==> src/rtl/rti_pkg.sv <==
package rti_pkg;

    localparam int FIELD_W  = 60;
    localparam int DIST_W   = 32;
    localparam int APB_DW   = 32;
    localparam int APB_AW   = 3;
    localparam int QBITS    = 32;
    localparam int FRAC_T   = 16;

    localparam logic [APB_DW-1:0] DET_THRESHOLD_RST = 32'd1;

    // register index, taken from paddr[APB_AW-1]
    localparam logic REG_DET_THRESHOLD = 1'b0;

    typedef struct packed {
        logic valid;
        logic culled;
    } t_geom_ctl;

    typedef struct packed {
        logic valid;
        logic hit;
        logic sat;
    } t_div_ctl;

endpackage

==> src/rtl/rti_div_step.sv <==
module rti_div_step #(
    parameter int COORD_BITS = 20,
    parameter int STEP       = 31
) (
    input  logic                                i_clk,
    input  logic                                i_rst_n,
    input  logic                                i_ce,
    input  rti_pkg::t_div_ctl                   i_ctl,
    input  logic [3*COORD_BITS+5:0]             i_det,
    input  logic [3*COORD_BITS+5+rti_pkg::QBITS:0] i_rem,
    input  logic [rti_pkg::QBITS-1:0]           i_q,
    output rti_pkg::t_div_ctl                   o_ctl,
    output logic [3*COORD_BITS+5:0]             o_det,
    output logic [3*COORD_BITS+5+rti_pkg::QBITS:0] o_rem,
    output logic [rti_pkg::QBITS-1:0]           o_q
);
    import rti_pkg::*;

    localparam int PW = 3 * COORD_BITS + 6;
    localparam int RW = PW + QBITS;

    logic [RW-1:0] dsh;
    logic          ge;

    assign dsh = RW'(i_det) << STEP;
    assign ge  = (i_rem >= dsh);

    always_ff @(posedge i_clk) begin
        if (!i_rst_n) begin
            o_ctl <= '0;
        end else if (i_ce) begin
            o_ctl <= i_ctl;
        end
        if (i_ce) begin
            o_det <= i_det;
            o_rem <= ge ? i_rem - dsh : i_rem;
            o_q   <= i_q | (QBITS'(ge) << STEP);
        end
    end

endmodule

==> config.mk <==
export PLATFORM = sky130hd
export DESIGN_NAME = rti_div_step
export DESIGN_NICKNAME = d
export VERILOG_FILES = /design/src/rtl/rti_pkg.sv /design/src/rtl/rti_div_step.sv
export SDC_FILE = /design/constraint.sdc
export NUM_CORES = 1
export LEC_CHECK = 0
export BUFFER_PORTS_ARGS = -buffer_cell sky130_fd_sc_hd__buf_4
export CAP_MARGIN = 20
export CORE_ASPECT_RATIO = 0.7
export CORE_MARGIN = 3
export CORE_UTILIZATION = 45
export CTS_CLUSTER_DIAMETER = 200
export CTS_CLUSTER_SIZE = 10
export DETAILED_ROUTE_END_ITERATION = 12
export PLACE_DENSITY = 0.76
export SYNTH_ARGS = -nofsm -noshare
export SYNTH_HDL_FRONTEND = slang
export SYNTH_SLANG_ARGS = --single-unit
==> constraint.sdc <==
create_clock -name i_clk -period 3.2 [get_ports i_clk]
set_input_delay 0.32 -clock i_clk [delete_from_list [all_inputs] [get_ports i_clk]]
set_output_delay 0.32 -clock i_clk [all_outputs]
set_load 0.005 [all_outputs]
==> Yosys cells after proc, flatten, opt, wreduce, memory -nomap -nowiden <==
Index checks and enable logic that the tools add are counted.
{ "word_totals": {"regBits": 199} }
{ "op_classes": {"add_sub_neg": 1, "muxes": 1, "order_cmp": 1, "n_bitwise": 1} }
{ "ops": {"columns": ["cell", "n"], "rows": [
  ["98-bit by 97-bit >= comparator with 1-bit output", 1],
  ["98-bit 2-to-1 mux", 1],
  ["98-bit by 97-bit subtractor with 98-bit output", 1],
  ["32-bit bitwise OR", 1]
]} }

==> Logic depth before layout (Yosys ltp) <==
{ "logic_depth": {"ltp_word": 2, "depth_mapped": 15} }

==> Least setup slack after synthesis <==
OpenSTA, ideal clock, no wires.
{ "synth_path": {"path_type": "input-to-reg", "from": "input i_rem[31] (netlist bit)", "to": "register o_rem[81] (netlist bit), data pin", "t_arrival_ps": 2874, "setup_time_ps": 260, "stages": 14, "n_path_buf": 0, "slack_ps": 66, "t_required_ps": 2940, "path_cell_list": "inv_1 > ha_1 > inv_1 > fa_1 > nand3_1 > and2_1 > o21ai_0 > a21o_1 > a221o_1 > a31oi_1 > o21ai_0 > a211oi_1 > xnor2_1 > mux2_4"} }
{ "synth_via": {"elab_chain_len": 2, "word_cells_on_any_way": 3, "classes_between": "add/sub: 1; order compare: 1; mux: 1"} }
{ "synth_lines": {"columns": ["item", "line", "rtl"], "rows": [
  ["from (decl)", "rti_div_step.sv:10", "input logic [3*COORD_BITS+5+rti_pkg::QBITS:0] i_rem,"],
  ["98-bit by 97-bit subtractor with 98-bit output / 98-bit by 97-bit >= comparator with 1-bit output (equally long branches)", "rti_div_step.sv:36, rti_div_step.sv:26", null],
  ["98-bit 2-to-1 mux (*)", "rti_div_step.sv:36", "o_rem <= ge ? i_rem - dsh : i_rem;"],
  ["to (signal assigned)", "rti_div_step.sv:36", null],
  ["to (decl)", "rti_div_step.sv:14", "output logic [3*COORD_BITS+5+rti_pkg::QBITS:0] o_rem,"]
]} }
Mark *: on every way between the ends. The rest lies on a longest branch, timed or not.
A chain may end at the register's enable or synchronous reset.

==> Final worst setup path <==
{ "layout_path": {"from": "input i_det[31]", "to": "register o_rem[96] (netlist bit), data pin"} }
{ "layout_via": {"elab_chain_len": 2, "word_cells_on_any_way": 3, "classes_between": "add/sub: 1; order compare: 1; mux: 1"} }
{ "layout_lines": {"columns": ["item", "line", "rtl"], "rows": [
  ["from (decl)", "rti_div_step.sv:9", "input logic [3*COORD_BITS+5:0] i_det,"],
  ["98-bit by 97-bit subtractor with 98-bit output / 98-bit by 97-bit >= comparator with 1-bit output (equally long branches)", "rti_div_step.sv:36, rti_div_step.sv:26", null],
  ["98-bit 2-to-1 mux (*)", "rti_div_step.sv:36", null]
]} }
Marks and branches as above.

==> summary.md <==
| Metric | Value |
|---|---|
| Status | finished, final reports clean |
| Global Route met2 Usage | 43.7% |
| Total GRT Usage | 27.2% |
| Hold Path End | o_q[10]$_DFFE_PP_ |
| Drt drc | 0 |
| Num ports | 401 |
| Initial antenna violation count | 1 |
| CTS Hold Buffers Added | 0 |
| Most used routing layer | met2 |
| Unrepaired setup endpoints after global routing | false |
| Grt met1 use | 37.4% |
| Largest net degree at the start of global routing | 82 |
| Fin area | 0.0170 mm² |
| GR Overflow Total | 0 |
| Critical Path Sink Type | flop |
| First-pass GRT wire length | 58300 µm |
| Net Sw Frac | 29.3% |
| DP Area | 0.0163 mm² |
| H-tree levels | 4 |
| Max Cap Viol | 0 |
| Worst Path Required | 3390 ps |
| TNS Setup | 0 ps |
| Share of the synthesized area in the top cell type | 50.8% |
| Minimum clock period | 3140 ps |
| Root cell of the clock tree | clkbuf_16 |
| Pint | 5800 µW |
| Critical R2R Launch | o_ctl[1]$_SDFFE_PN0P_ |
| CTS tree | built |
| R2R depth | 2 |
| Crit Path Max Fanout | 22 |
| Layout overhead on the synthesized area | 47.0% |
| Dpl hpwl | 31200 µm |
| Sequential power share | 40.1% |
| Final Power | 8210 µW |
| Post-route setup slack | 56.5 ps |
| Crit Path Class | in -> reg |
| Hold Crit Depth | 1 |
| Wire length per cell | 20.5 µm |
| CTS Buf Count | 17 |
| Via count | 10400 |
| NumNets Final | 1839 |
| Number of synthesized flops with an enable pin | 196 |
| Share of layout cells above drive strength 1 | 44.9% |
| Final setup violation count | 0 |
| Relative slew slack | 49.3% |
| Die area | 0.0277 mm² |
| Worst R2R End | o_ctl[1]$_SDFFE_PN0P_ |
| Worst slack at placement | -491 ps |
| Clock group share of total power | 29.7% |
| Antenna Nets Post-Route | 0 |
| Synth area leaders | edfxtp_1, ha_1, mux2_4 |
| Seq/Total Area, Yosys | 51.4% |
| Worst setup SP type | input pin |
| Synth Warn # | 0 |
| P per Cell Area | 482 mW/mm² |
| Input/output buffers | 400 |
| Die width | 198 µm |
| Slew @ Worst Pin | 761 ps |
| Synth Instances | 1001 |
| Yosys top cell by area | edfxtp_1 |
| Lkg Pwr | 0.00786 µW |
| Number of DRC markers in iteration 0 | 616 |
| Pins Over Slew Limit | 0 |
| Met3 usage | 5.89% |
| Initial Util | 46.3% |
| Fin crit share | 98.2% |
| Vias in the first global route | 10300 |
| DIE HEIGHT | 140 µm |
| Async SR Flop Fraction | 0% |
| Synth unique cells | 67 |
| Final WL | 39200 µm |
| FMAX | 318 MHz |
| Yosys reg bits | 199 |
| Crit path cell chain | buf_4, inv_1, ha_1, and2_2, nand3_1, nor3_1, buf_4, nand4_1, or4_4, nand2_1, nor4_4, nor2_4, buf_12, buf_12, mux2_2 |
| Placer Congestion | 0.930 |
| Mapped cell area | 0.0116 mm² |
| Row count | 48 |
| Final hold violations | 0 |
| Layout Skew | 0 ps |
| Core area | 0.0250 mm² |
| Crit path arrival time | 3340 ps |
| FF-to-FF setup slack | 2540 ps |
| Comb power frac | 30.2% |
| Mean post-synth cell area | 11.6 µm² |
| Buf/Inv on CP | 5 |
| Hold wc startpoint | i_q[10] |
| Clock Latency Late Sink | 450 ps |
| Sw Pwr | 2400 µW |
| Vias per inst | 5.43 |
| Crit-path max cell delay | 660 ps |
| Crit path max-delay family | simple AND/OR/NAND/NOR gates |
| Clock slew at reported path FFs | 80 ps |
| Worst min path class | in -> reg |
| Syn_nets | 1270 |
| Maximum root-to-sink buffer count | 2 |
| Max VDD drop | 0.387 mV |
| Synth Flop Type | edfxtp_1 |
| TritonRoute pass-1 iters | 7 |
| CTS sink count | 199 |
| Slowest CP cell | or4_4 |
## placed cells by master (no fill, tap or decap), drive strengths merged, types with 4 or more instances in the layout
cell,synthesis,final
a21boi,5,5
and3,9,9
nand2,60,60
clkbuf,29,19
or3,10,10
mux2,61,61
nand3,21,21
inv,85,92
nor2b,9,9
o211ai,8,8
mux2i,5,5
and2,6,6
or2,4,4
o21bai,11,11
a31oi,13,13
a21oi,78,78
xnor2,35,35
a21o,40,40
xor2,26,26
ha,66,66
a211oi,6,6
o21a,13,13
nor4,10,10
clkinv,0,6
o21ai,53,53
o31ai,5,5
buf,12,589
nor2,45,45
edfxtp,196,196
nor3,16,16
nand4,25,25
## power by group through the flow
stage                     Sequential, µW  Combinational (µW)  Clock (µW)
after floorplan                     3380                1090           0
after global placement              3350                2380           0
after detailed placement            3350                2420           0
after CTS                           3300                2440        2470
after global routing                3320                2660        2560
final                               3290                2480        2430
## per-stage QoR
stage                     utilization [%]  hold WS, ps  instances
final                                68.1         42.4       1909
after global routing                 68.1         18.9       1909
after CTS                            67.7         24.6       1906
after detailed placement             65.1          500       1874
after global placement               65.1          498       1874
after floorplan                         -          419       1001
## worst register-to-register path, delay by kind of cell, from the launching register on
family / cells / cell delay [ps]
flip-flops: 1 / 330
AND/OR/NAND/NOR: 1 / 70
multiplexers: 1 / 160
## sequential cells by signal (all words and copies together), names as in the netlist
signal,cells
o_rem,98
o_q,32
o_det,66
o_ctl,3
## area by class of cell
class                           instances  area, µm²
Clock inverter                         15        239
Sequential cell                       199       5950
Fill cell                            1908       7960
Inverter                               85        319
Multi-Input combinational cell        676       5150
Clock buffer                           17        425
Tap cell                              325        407
Antenna cell                            1       2.50
Timing Repair Buffer                  591       4540
## worst max-delay path by stage
stage | startpoint | endpoint | slack [ps] | cells after the start
2_1_floorplan | i_rem[31] | o_rem[81]$_DFFE_PP_ | 70 | 14
3_3_place_gp | i_det[31] | o_rem[36]$_DFFE_PP_ | -420 | 14
3_5_place_dp | i_rem[31] | o_rem[77]$_DFFE_PP_ | -490 | 17
4_1_cts | i_det[31] | o_rem[36]$_DFFE_PP_ | 8 | 14
5_1_grt | i_rem[31] | o_rem[77]$_DFFE_PP_ | 0.08 | 17
6_report | i_det[31] | o_rem[96]$_DFFE_PP_ | 60 | 15
## cell usage after synthesis (all sizes together) (6+ instances only)
cell,number
a31oi,13
o211ai,8
ha,66
o21bai,11
nor2b,9
o21ai,53
nand4,25
and3,9
mux2,61
xor2,26
nor3,16
a21oi,78
a21o,40
o21a,13
nor4,10
and2,6
clkbuf,29
nand3,21
or3,10
buf,12
nor2,45
xnor2,35
nand2,60
a211oi,6
inv,85
edfxtp,196
## layer usage
layer / share of wire, % / vias up
li1: - / 4868
met1: 43 / 4988
met2: 46 / 453
met3: 7.8 / 52
met4: 2.6 / 0
met5: 0 / -
## cell families (layout without fill, tap and decap cells)
family	after synthesis	in the layout	share of synthesized area (%)
multiplexers	66	66	7.99
other	0	1	0
XOR/XNOR	61	61	4.61
adder cells (fa/ha/maj)	67	67	7.30
AND/OR/NAND/NOR	224	224	9.73
flip-flops	199	199	51.4
AO/OA/AOI/OAI	258	258	14.3
buffers and inverters	126	708	4.70
## repair_timing
item / 4_1_cts / 5_1_grt
pin swaps: 0 / 3
resized for setup: 1 / 14
buffers inserted: 0 / 1
cloned: 0 / 1
setup endpoints to repair: 3 / 64
No activity file was read; power rests on OpenSTA's default activity.
